**src/rtl/rnpr_pkg.sv**
```systemverilog
// ----------------------------------------------------------------------------
// rnpr_pkg: shared types and constants of the next-PC resolver
// Request and response payloads, the inter-stage records and the RISC-V
// opcode and branch condition codes used by the pipeline stages.
// ----------------------------------------------------------------------------
`default_nettype none

package rnpr_pkg;

   localparam int XLEN = 64;

   // 32-bit major opcodes
   localparam logic [6:0] OPC_JAL    = 7'h6F;
   localparam logic [6:0] OPC_JALR   = 7'h67;
   localparam logic [6:0] OPC_BRANCH = 7'h63;

   // Compressed quadrants
   localparam logic [1:0] QUAD_C1   = 2'b01;
   localparam logic [1:0] QUAD_C2   = 2'b10;
   localparam logic [1:0] QUAD_FULL = 2'b11;

   // Compressed funct3 / funct4 codes
   localparam logic [2:0] CF3_J    = 3'h5;
   localparam logic [2:0] CF3_BEQZ = 3'h6;
   localparam logic [2:0] CF3_BNEZ = 3'h7;
   localparam logic [3:0] CF4_JR   = 4'h8;
   localparam logic [3:0] CF4_JALR = 4'h9;

   // Link register of C.JALR
   localparam logic [4:0] REG_RA = 5'h1;

   // Branch funct3 codes
   localparam logic [2:0] BR_BEQ  = 3'h0;
   localparam logic [2:0] BR_BNE  = 3'h1;
   localparam logic [2:0] BR_RSV2 = 3'h2;
   localparam logic [2:0] BR_RSV3 = 3'h3;
   localparam logic [2:0] BR_BLT  = 3'h4;
   localparam logic [2:0] BR_BGE  = 3'h5;
   localparam logic [2:0] BR_BLTU = 3'h6;
   localparam logic [2:0] BR_BGEU = 3'h7;

   typedef enum logic [1:0] {
      KIND_NONE,
      KIND_JUMP,
      KIND_BRANCH,
      KIND_ILLEGAL
   } kind_type;

   typedef struct packed {
      logic              func;
      logic [31:0]       instruction;
      logic [XLEN-1:0]   pc;
      logic signed [XLEN-1:0] rs1_value;
      logic signed [XLEN-1:0] rs2_value;
      logic              update_link;
   } req_type;

   typedef struct packed {
      logic              is_transfer;
      logic              illegal_branch;
      logic [XLEN-1:0]   next_pc;
      logic              link_write;
      logic [4:0]        link_reg;
      logic [XLEN-1:0]   link_value;
   } rsp_type;

   // Decode stage record
   typedef struct packed {
      kind_type          kind;
      logic [2:0]        cond;
      logic              predict;
      logic              clear_lsb;
      logic              compressed;
      logic              link_write;
      logic [4:0]        link_reg;
      logic [XLEN-1:0]   base;
      logic [XLEN-1:0]   imm;
      logic [XLEN-1:0]   pc;
      logic [XLEN-1:0]   op_a;
      logic [XLEN-1:0]   op_b;
   } dec_type;

   // Execute stage record
   typedef struct packed {
      kind_type          kind;
      logic              redirect;
      logic              link_write;
      logic [4:0]        link_reg;
      logic [XLEN-1:0]   target;
      logic [XLEN-1:0]   seq_pc;
      logic [XLEN-1:0]   pc;
   } exe_type;

endpackage

`default_nettype wire

```
**src/rtl/rnpr_decode.sv**
```systemverilog
// ----------------------------------------------------------------------------
// rnpr_decode: instruction decode stage
// Classifies the instruction word, extracts its immediate, picks the target
// base and the compare operands, and decides the link register write.
// ----------------------------------------------------------------------------
`default_nettype none

module rnpr_decode
   import rnpr_pkg::*;
(
   input  wire logic    clock,
   input  wire logic    reset,
   input  wire logic    in_valid,
   output logic         in_stall,
   input  wire req_type in_data,
   output logic         out_valid,
   input  wire logic    out_stall,
   output dec_type      out_data
);

   logic    valid_ff, valid_in;
   dec_type data_ff, data_in;

   logic [31:0] w;
   logic [1:0]  quad;
   logic [2:0]  cf3;
   logic [3:0]  cf4;
   logic [4:0]  rd, r2;
   logic [2:0]  f3;

   assign w    = in_data.instruction;
   assign quad = w[1:0];
   assign cf3  = w[15:13];
   assign cf4  = w[15:12];
   assign rd   = w[11:7];
   assign r2   = w[6:2];
   assign f3   = w[14:12];

   always_comb begin
      data_in            = '0;
      data_in.kind       = KIND_NONE;
      data_in.predict    = in_data.func;
      data_in.compressed = (quad != QUAD_FULL);
      data_in.pc         = in_data.pc;
      data_in.base       = in_data.pc;
      data_in.op_a       = in_data.rs1_value;
      data_in.op_b       = in_data.rs2_value;
      case (quad)
         QUAD_C1: begin
            if (cf3 == CF3_J) begin
               data_in.kind = KIND_JUMP;
               data_in.imm  = {{(XLEN-12){w[12]}}, w[12], w[8], w[10:9], w[6], w[7],
                               w[2], w[11], w[5:3], 1'b0};
            end else if (cf3 == CF3_BEQZ || cf3 == CF3_BNEZ) begin
               data_in.kind = KIND_BRANCH;
               data_in.cond = (cf3 == CF3_BEQZ) ? BR_BEQ : BR_BNE;
               data_in.op_b = '0;
               data_in.imm  = {{(XLEN-9){w[12]}}, w[12], w[6:5], w[2], w[11:10],
                               w[4:3], 1'b0};
            end
         end
         QUAD_C2: begin
            if ((cf4 == CF4_JR || cf4 == CF4_JALR) && rd != '0 && r2 == '0) begin
               data_in.kind      = KIND_JUMP;
               data_in.base      = in_data.rs1_value;
               data_in.clear_lsb = 1'b1;
               if (cf4 == CF4_JALR && in_data.update_link) begin
                  data_in.link_write = 1'b1;
                  data_in.link_reg   = REG_RA;
               end
            end
         end
         QUAD_FULL: begin
            unique case (w[6:0])
               OPC_JAL: begin
                  data_in.kind       = KIND_JUMP;
                  data_in.imm        = {{(XLEN-21){w[31]}}, w[31], w[19:12], w[20],
                                        w[30:21], 1'b0};
                  data_in.link_write = in_data.update_link && rd != '0;
                  data_in.link_reg   = data_in.link_write ? rd : '0;
               end
               OPC_JALR: begin
                  data_in.kind       = KIND_JUMP;
                  data_in.base       = in_data.rs1_value;
                  data_in.clear_lsb  = 1'b1;
                  data_in.imm        = {{(XLEN-12){w[31]}}, w[31:20]};
                  data_in.link_write = in_data.update_link && rd != '0;
                  data_in.link_reg   = data_in.link_write ? rd : '0;
               end
               OPC_BRANCH: begin
                  data_in.cond = f3;
                  data_in.imm  = {{(XLEN-13){w[31]}}, w[31], w[7], w[30:25], w[11:8],
                                  1'b0};
                  if (f3 == BR_RSV2 || f3 == BR_RSV3) begin
                     data_in.kind = KIND_ILLEGAL;
                  end else begin
                     data_in.kind = KIND_BRANCH;
                  end
               end
               default: data_in.kind = KIND_NONE;
            endcase
         end
         default: data_in.kind = KIND_NONE;
      endcase
   end

   assign in_stall = valid_ff && out_stall;
   assign valid_in = in_stall ? valid_ff : in_valid;

   always_ff @(posedge clock) begin
      if (reset) begin
         valid_ff <= 1'b0;
      end else begin
         valid_ff <= valid_in;
      end
      if (!in_stall) begin
         data_ff <= data_in;
      end
   end

   assign out_valid = valid_ff;
   assign out_data  = data_ff;

endmodule

`default_nettype wire

```
**src/rtl/rnpr_execute.sv**
```systemverilog
// ----------------------------------------------------------------------------
// rnpr_execute: target, sequential address and branch condition stage
// Adds the immediate to the selected base, forms the fall-through address
// and evaluates the branch condition on the source operands.
// ----------------------------------------------------------------------------
`default_nettype none

module rnpr_execute
   import rnpr_pkg::*;
(
   input  wire logic    clock,
   input  wire logic    reset,
   input  wire logic    in_valid,
   output logic         in_stall,
   input  wire dec_type in_data,
   output logic         out_valid,
   input  wire logic    out_stall,
   output exe_type      out_data
);

   logic    valid_ff, valid_in;
   exe_type data_ff, data_in;

   logic [XLEN-1:0] sum;
   logic            eq, lts, ltu, take;

   assign sum = in_data.base + in_data.imm;
   assign eq  = (in_data.op_a == in_data.op_b);
   assign lts = ($signed(in_data.op_a) < $signed(in_data.op_b));
   assign ltu = (in_data.op_a < in_data.op_b);

   always_comb begin
      case (in_data.cond)
         BR_BEQ:  take = eq;
         BR_BNE:  take = !eq;
         BR_BLT:  take = lts;
         BR_BGE:  take = !lts;
         BR_BLTU: take = ltu;
         BR_BGEU: take = !ltu;
         default: take = 1'b0;
      endcase
   end

   always_comb begin
      data_in            = '0;
      data_in.kind       = in_data.kind;
      data_in.redirect   = (in_data.kind == KIND_JUMP) ||
                           ((in_data.kind == KIND_BRANCH) && (in_data.predict || take));
      data_in.link_write = in_data.link_write;
      data_in.link_reg   = in_data.link_reg;
      data_in.target     = {sum[XLEN-1:1], sum[0] & !in_data.clear_lsb};
      data_in.seq_pc     = in_data.pc + (in_data.compressed ? XLEN'(2) : XLEN'(4));
      data_in.pc         = in_data.pc;
   end

   assign in_stall = valid_ff && out_stall;
   assign valid_in = in_stall ? valid_ff : in_valid;

   always_ff @(posedge clock) begin
      if (reset) begin
         valid_ff <= 1'b0;
      end else begin
         valid_ff <= valid_in;
      end
      if (!in_stall) begin
         data_ff <= data_in;
      end
   end

   assign out_valid = valid_ff;
   assign out_data  = data_ff;

endmodule

`default_nettype wire

```
**src/rtl/rnpr_resolve.sv**
```systemverilog
// ----------------------------------------------------------------------------
// rnpr_resolve: next-PC selection and response register
// Chooses the next PC among target, fall-through and the instruction's own
// address, and builds the link write fields of the response.
// ----------------------------------------------------------------------------
`default_nettype none

module rnpr_resolve
   import rnpr_pkg::*;
(
   input  wire logic    clock,
   input  wire logic    reset,
   input  wire logic    in_valid,
   output logic         in_stall,
   input  wire exe_type in_data,
   output logic         out_valid,
   input  wire logic    out_stall,
   output rsp_type      out_data
);

   logic    valid_ff, valid_in;
   rsp_type data_ff, data_in;

   always_comb begin
      data_in                = '0;
      data_in.is_transfer    = (in_data.kind == KIND_JUMP) || (in_data.kind == KIND_BRANCH);
      data_in.illegal_branch = (in_data.kind == KIND_ILLEGAL);
      if (in_data.kind == KIND_ILLEGAL) begin
         data_in.next_pc = in_data.pc;
      end else if (in_data.redirect) begin
         data_in.next_pc = in_data.target;
      end else begin
         data_in.next_pc = in_data.seq_pc;
      end
      data_in.link_write = in_data.link_write;
      if (in_data.link_write) begin
         data_in.link_reg   = in_data.link_reg;
         data_in.link_value = in_data.seq_pc;
      end
   end

   assign in_stall = valid_ff && out_stall;
   assign valid_in = in_stall ? valid_ff : in_valid;

   always_ff @(posedge clock) begin
      if (reset) begin
         valid_ff <= 1'b0;
      end else begin
         valid_ff <= valid_in;
      end
      if (!in_stall) begin
         data_ff <= data_in;
      end
   end

   assign out_valid = valid_ff;
   assign out_data  = data_ff;

endmodule

`default_nettype wire

```
**src/rtl/riscv_next_pc_resolver_core.sv**
```systemverilog
// ----------------------------------------------------------------------------
// riscv_next_pc_resolver_core: RV64 jump and branch next-PC resolver
// Decodes JAL, JALR, conditional branches and their compressed forms and
// reports the next PC and the implied link register write.
// ----------------------------------------------------------------------------
// Usage:
//   A request on req_* carries the instruction word, its PC, the two source
//   values, the resolve/predict mode and the link enable. Each request gives
//   exactly one response on rsp_*, in request order.
//   The block is a three-stage pipeline: decode, then target add and branch
//   compare, then next-PC selection into the response register. A new request
//   can be taken every cycle while req_stall is low; the 64-bit add and
//   compare of the middle stage set the clock period.
//   Each stage holds its contents while the stage behind it is full and
//   stalled, so a stall on rsp_stall passes combinationally back through the
//   full stages and reaches req_stall only once all three stages hold
//   requests. Nothing is dropped or repeated.
//   Synchronous reset empties the pipeline; the block keeps no other state.
// ----------------------------------------------------------------------------
`default_nettype none

module riscv_next_pc_resolver_core
   import rnpr_pkg::*;
(
   input  wire logic    clock,
   input  wire logic    reset,
   input  wire logic    req_valid,
   output logic         req_stall,
   input  wire req_type req_payload,
   output logic         rsp_valid,
   input  wire logic    rsp_stall,
   output rsp_type      rsp_payload
);

   logic    dec_valid, dec_stall;
   dec_type dec_data;
   logic    exe_valid, exe_stall;
   exe_type exe_data;

   rnpr_decode u_decode (
      .clock     (clock),
      .reset     (reset),
      .in_valid  (req_valid),
      .in_stall  (req_stall),
      .in_data   (req_payload),
      .out_valid (dec_valid),
      .out_stall (dec_stall),
      .out_data  (dec_data)
   );

   rnpr_execute u_execute (
      .clock     (clock),
      .reset     (reset),
      .in_valid  (dec_valid),
      .in_stall  (dec_stall),
      .in_data   (dec_data),
      .out_valid (exe_valid),
      .out_stall (exe_stall),
      .out_data  (exe_data)
   );

   rnpr_resolve u_resolve (
      .clock     (clock),
      .reset     (reset),
      .in_valid  (exe_valid),
      .in_stall  (exe_stall),
      .in_data   (exe_data),
      .out_valid (rsp_valid),
      .out_stall (rsp_stall),
      .out_data  (rsp_payload)
   );

endmodule

`default_nettype wire

```
**config.mk**
```make
export PLATFORM = sky130hd
export DESIGN_NAME = riscv_next_pc_resolver_core
export DESIGN_NICKNAME = d
export VERILOG_FILES = /design/src/rtl/rnpr_pkg.sv /design/src/rtl/rnpr_decode.sv /design/src/rtl/rnpr_execute.sv /design/src/rtl/rnpr_resolve.sv /design/src/rtl/riscv_next_pc_resolver_core.sv
export SDC_FILE = /design/constraint.sdc
export NUM_CORES = 1
export LEC_CHECK = 0
export ABC_AREA = 1
export BUFFER_PORTS_ARGS = -buffer_cell sky130_fd_sc_hd__buf_2
export CAP_MARGIN = 10
export CORE_MARGIN = 4
export CORE_UTILIZATION = 55
export CTS_CLUSTER_DIAMETER = 200
export DETAILED_ROUTE_END_ITERATION = 8
export MAX_ROUTING_LAYER = met4
export PLACE_DENSITY = 0.76
export SETUP_SLACK_MARGIN = 0.3
export SYNTH_ARGS = -nofsm -noshare
export SYNTH_HDL_FRONTEND = slang
export SYNTH_SLANG_ARGS = --single-unit
```
**constraint.sdc**
```tcl
create_clock -name clock -period 15.84 [get_ports clock]
set_input_delay 0.792 -clock clock [delete_from_list [all_inputs] [get_ports clock]]
set_output_delay 0.792 -clock clock [all_outputs]
set_load 0.02 [all_outputs]
```
==> results.sh <==
export IMPL_status="complete, no violations"
export IMPL_mostFrequentLayoutCells="edfxtp_1 (627), nand2_1 (411), inv_1 (408)"
export IMPL_setup_ws_ns=11.04
export IMPL_syn_avg_cell_area_um2=11.0
export IMPL_period_share=0.303
export IMPL_drt_initial_drc_count=2104
export IMPL_rows=85
export IMPL_rsz0062_at_grt="false"
export IMPL_ctsHoldBuffers=0
export IMPL_critPathCaptureType="register"
export IMPL_finClkSkew_ns=0.0276
export IMPL_ys_seq_elements=630
export IMPL_chipWidth_um=242
export IMPL_slew_limit_headroom=0.281
export IMPL_use_met3=0.0343
export IMPL_initial_core_util=0.558
export IMPL_cp_start_kind="register"
export IMPL_synth_area_um2=30200
export IMPL_ys_warnings_count=0
export IMPL_p_total_uw=3910
export IMPL_grtUsageMet1=0.455
export IMPL_met2_usage=0.417
export IMPL_grt_use_total=0.292
export IMPL_grt_pass1_vias=21125
export IMPL_grt_antenna_before_repair=2
export IMPL_grt_pass1_wl_mm=127
export IMPL_p_leak_uw=0.0158
export IMPL_path_cells="nand2_4 > nor2_1 > inv_6 > nor2_1 > inv_8 > buf_4 > buf_4"
export IMPL_synth_ff_type="edfxtp_1"
export IMPL_cts_root_buffer="clkbuf_16"
export IMPL_busiest_layer="met1"
export IMPL_hp_class="in2reg"
export IMPL_fill_cells=4200
export IMPL_syn_to_final_growth_pct=15.9
export IMPL_crit_required_ns=16.04
export IMPL_path_class="reg2reg"
export IMPL_grt_max_degree=119
export IMPL_synth_fa_ha_area_frac=0.0552
export IMPL_stdcell_area_um2=35000
export IMPL_post_synth_mux_area_share=0.0242
export IMPL_synthArstFlopShare=0
export IMPL_hold_ws_ns=0.383
export IMPL_synth_compound_area_share=0.0726
export IMPL_synth_simple_area_share=0.128
export IMPL_hold_viol=0
export IMPL_gp_congestion=0.957
export IMPL_multi_input_area_um2=9530
export IMPL_critPathArrivalTime_ns=5.00
export IMPL_cts_tree="yes"
export IMPL_clock_latency_ns=0.59
export IMPL_syn_num_nets=3092
export IMPL_io_pins=368
export IMPL_period_needed_ns=4.80
export IMPL_h_tree_depth=3
export IMPL_dp_hpwl_mm=65.6
export IMPL_crit_family="buffers and inverters"
export IMPL_num_vias=21514
export IMPL_port_buffers=367
export IMPL_die_h_um=242
export IMPL_place_area_um2=32800
export IMPL_layout_drive_gt1_share=0.180
export IMPL_synth_xor_area_frac=0.0357
export IMPL_layout_commonest_cell="edfxtp_1"
export IMPL_cap_viol_max_count=0
export IMPL_clock_fmax_ghz=0.208
export IMPL_ys_types=49
export IMPL_setup_viol=0
export IMPL_fin_tns_setup_ns=0
export IMPL_wl_per_cell_um=21.9
export IMPL_cts_resized=0
export IMPL_cts_num_sinks=630
export IMPL_cp_num_buf_inv=4
export IMPL_synth_top_family_by_area="simple AND/OR/NAND/NOR gates"
export IMPL_postCtsSetupBuffers=0
export IMPL_cpPeakStageDelay_ns=0.98
export IMPL_grt_ovfl_total=0
export IMPL_dr_pass1_iters=5
export IMPL_numCtsBuffers=66
export IMPL_pre_cts_ws_ns=10.46
export IMPL_die_area_um2=58700
export IMPL_final_max_slew_violation_count=0
export IMPL_viasPerCell=5.55
export IMPL_drc=0
export IMPL_seqCellArea_um2=18900
export IMPL_synth_edf_count=627
export IMPL_max_vdd_ir_drop_v=0.000107
export IMPL_p_per_area_nw_per_um2=112
export IMPL_postSynthCellCount=2730
export IMPL_wirelength_mm=84.8
export IMPL_ys_seq_area_frac=0.626
export IMPL_clk_pin_slew_ns=0.06
export IMPL_tightest_slew_ns=1.08
export IMPL_core_um2=54000
export IMPL_cp_slowest_cell="buf_4"
export IMPL_crit_fanout=118
export IMPL_clockBufferDepth=3
export IMPL_ant_nets=0
export IMPL_nets=3492
layout make-up:
| cell class | count | share of cell area |
|---|---|---|
| clock inverter | 41 | 0.0122 |
| antenna | 1 | 0.0000716 |
| clock buffer | 74 | 0.0493 |
| inverter | 416 | 0.0450 |
| tap | 696 | 0.0249 |
| timing repair buffer | 380 | 0.0553 |
| multi-input combinational | 1636 | 0.273 |
| sequential | 630 | 0.540 |
state kept, by name (all words and copies together) (netlist names):
register             flops
u_resolve.out_data     136
u_execute.out_valid      1
u_resolve.out_valid      1
u_decode.out_valid       1
u_decode.out_data      291
u_execute.out_data     200
where the power goes:
part	leakage [uW]	internal [uW]	switching (uW)
clock network	0.00104	902	635
logic	0.00789	125	236
registers	0.00685	1950	59.1
total	0.0158	2980	929
logic make-up (layout without fill, tap and decap cells):
family,after synthesis,count (layout)
flops,630,630
xor+xnor,123,123
compound gates,403,403
mux,65,65
other cells,0,1
fa+ha+maj,132,132
simple gates,913,913
buf+inv,464,911
final timing paths:
check / start / endpoint / slack [ns] / depth (start not counted)
max: u_resolve.out_valid / u_decode.out_data[312] / 11.04 / 7
min: reset / u_execute.out_valid / 0.38 / 2
max reg2reg: u_resolve.out_valid / u_decode.out_data[312] / 11.04 / 7
min reg2reg: u_decode.out_data[325] / u_execute.out_data[197] / 0.42 / 0
through the flow:
stage,utilization,instances
2_1_floorplan,-,2730
3_3_place_gp,0.607,3758
3_5_place_dp,0.607,3758
4_1_cts,0.647,3873
5_1_grt,0.647,3873
6_report,0.647,3874
routing by layer:
layer | part of all wire | vias to the layer above
met1 | 0.47 | 10389
met4 | 0.020 | 0
li1 | - | 10131
met5 | 0 | -
met3 | 0.072 | 105
met2 | 0.43 | 889
cells in the mapped netlist, types with 5 or more instances:
| library cell | count | area (um^2) |
|---|---|---|
| nand3_1 | 60 | 300 |
| nand2_1 | 413 | 1550 |
| nor2_4 | 6 | 67.6 |
| o21ai_1 | 8 | 40.0 |
| a21oi_1 | 252 | 1260 |
| buf_1 | 6 | 22.5 |
| a31oi_1 | 17 | 106 |
| o21a_1 | 8 | 60.1 |
| mux2_2 | 64 | 721 |
| edfxtp_1 | 627 | 18800 |
| nor3_1 | 45 | 225 |
| nor2_1 | 322 | 1210 |
| nor4_1 | 15 | 93.8 |
| ha_1 | 130 | 1630 |
| inv_1 | 410 | 1540 |
| o21ai_0 | 69 | 345 |
| xnor2_1 | 38 | 333 |
| a21o_1 | 11 | 82.6 |
| inv_2 | 6 | 22.5 |
| o211ai_1 | 10 | 75.1 |
| xor2_1 | 85 | 744 |
| nand4_1 | 33 | 206 |
| o21bai_1 | 11 | 82.6 |
| clkbuf_1 | 35 | 131 |
| buf_4 | 5 | 37.5 |
Note: power is estimated with default switching activity, not from simulation.
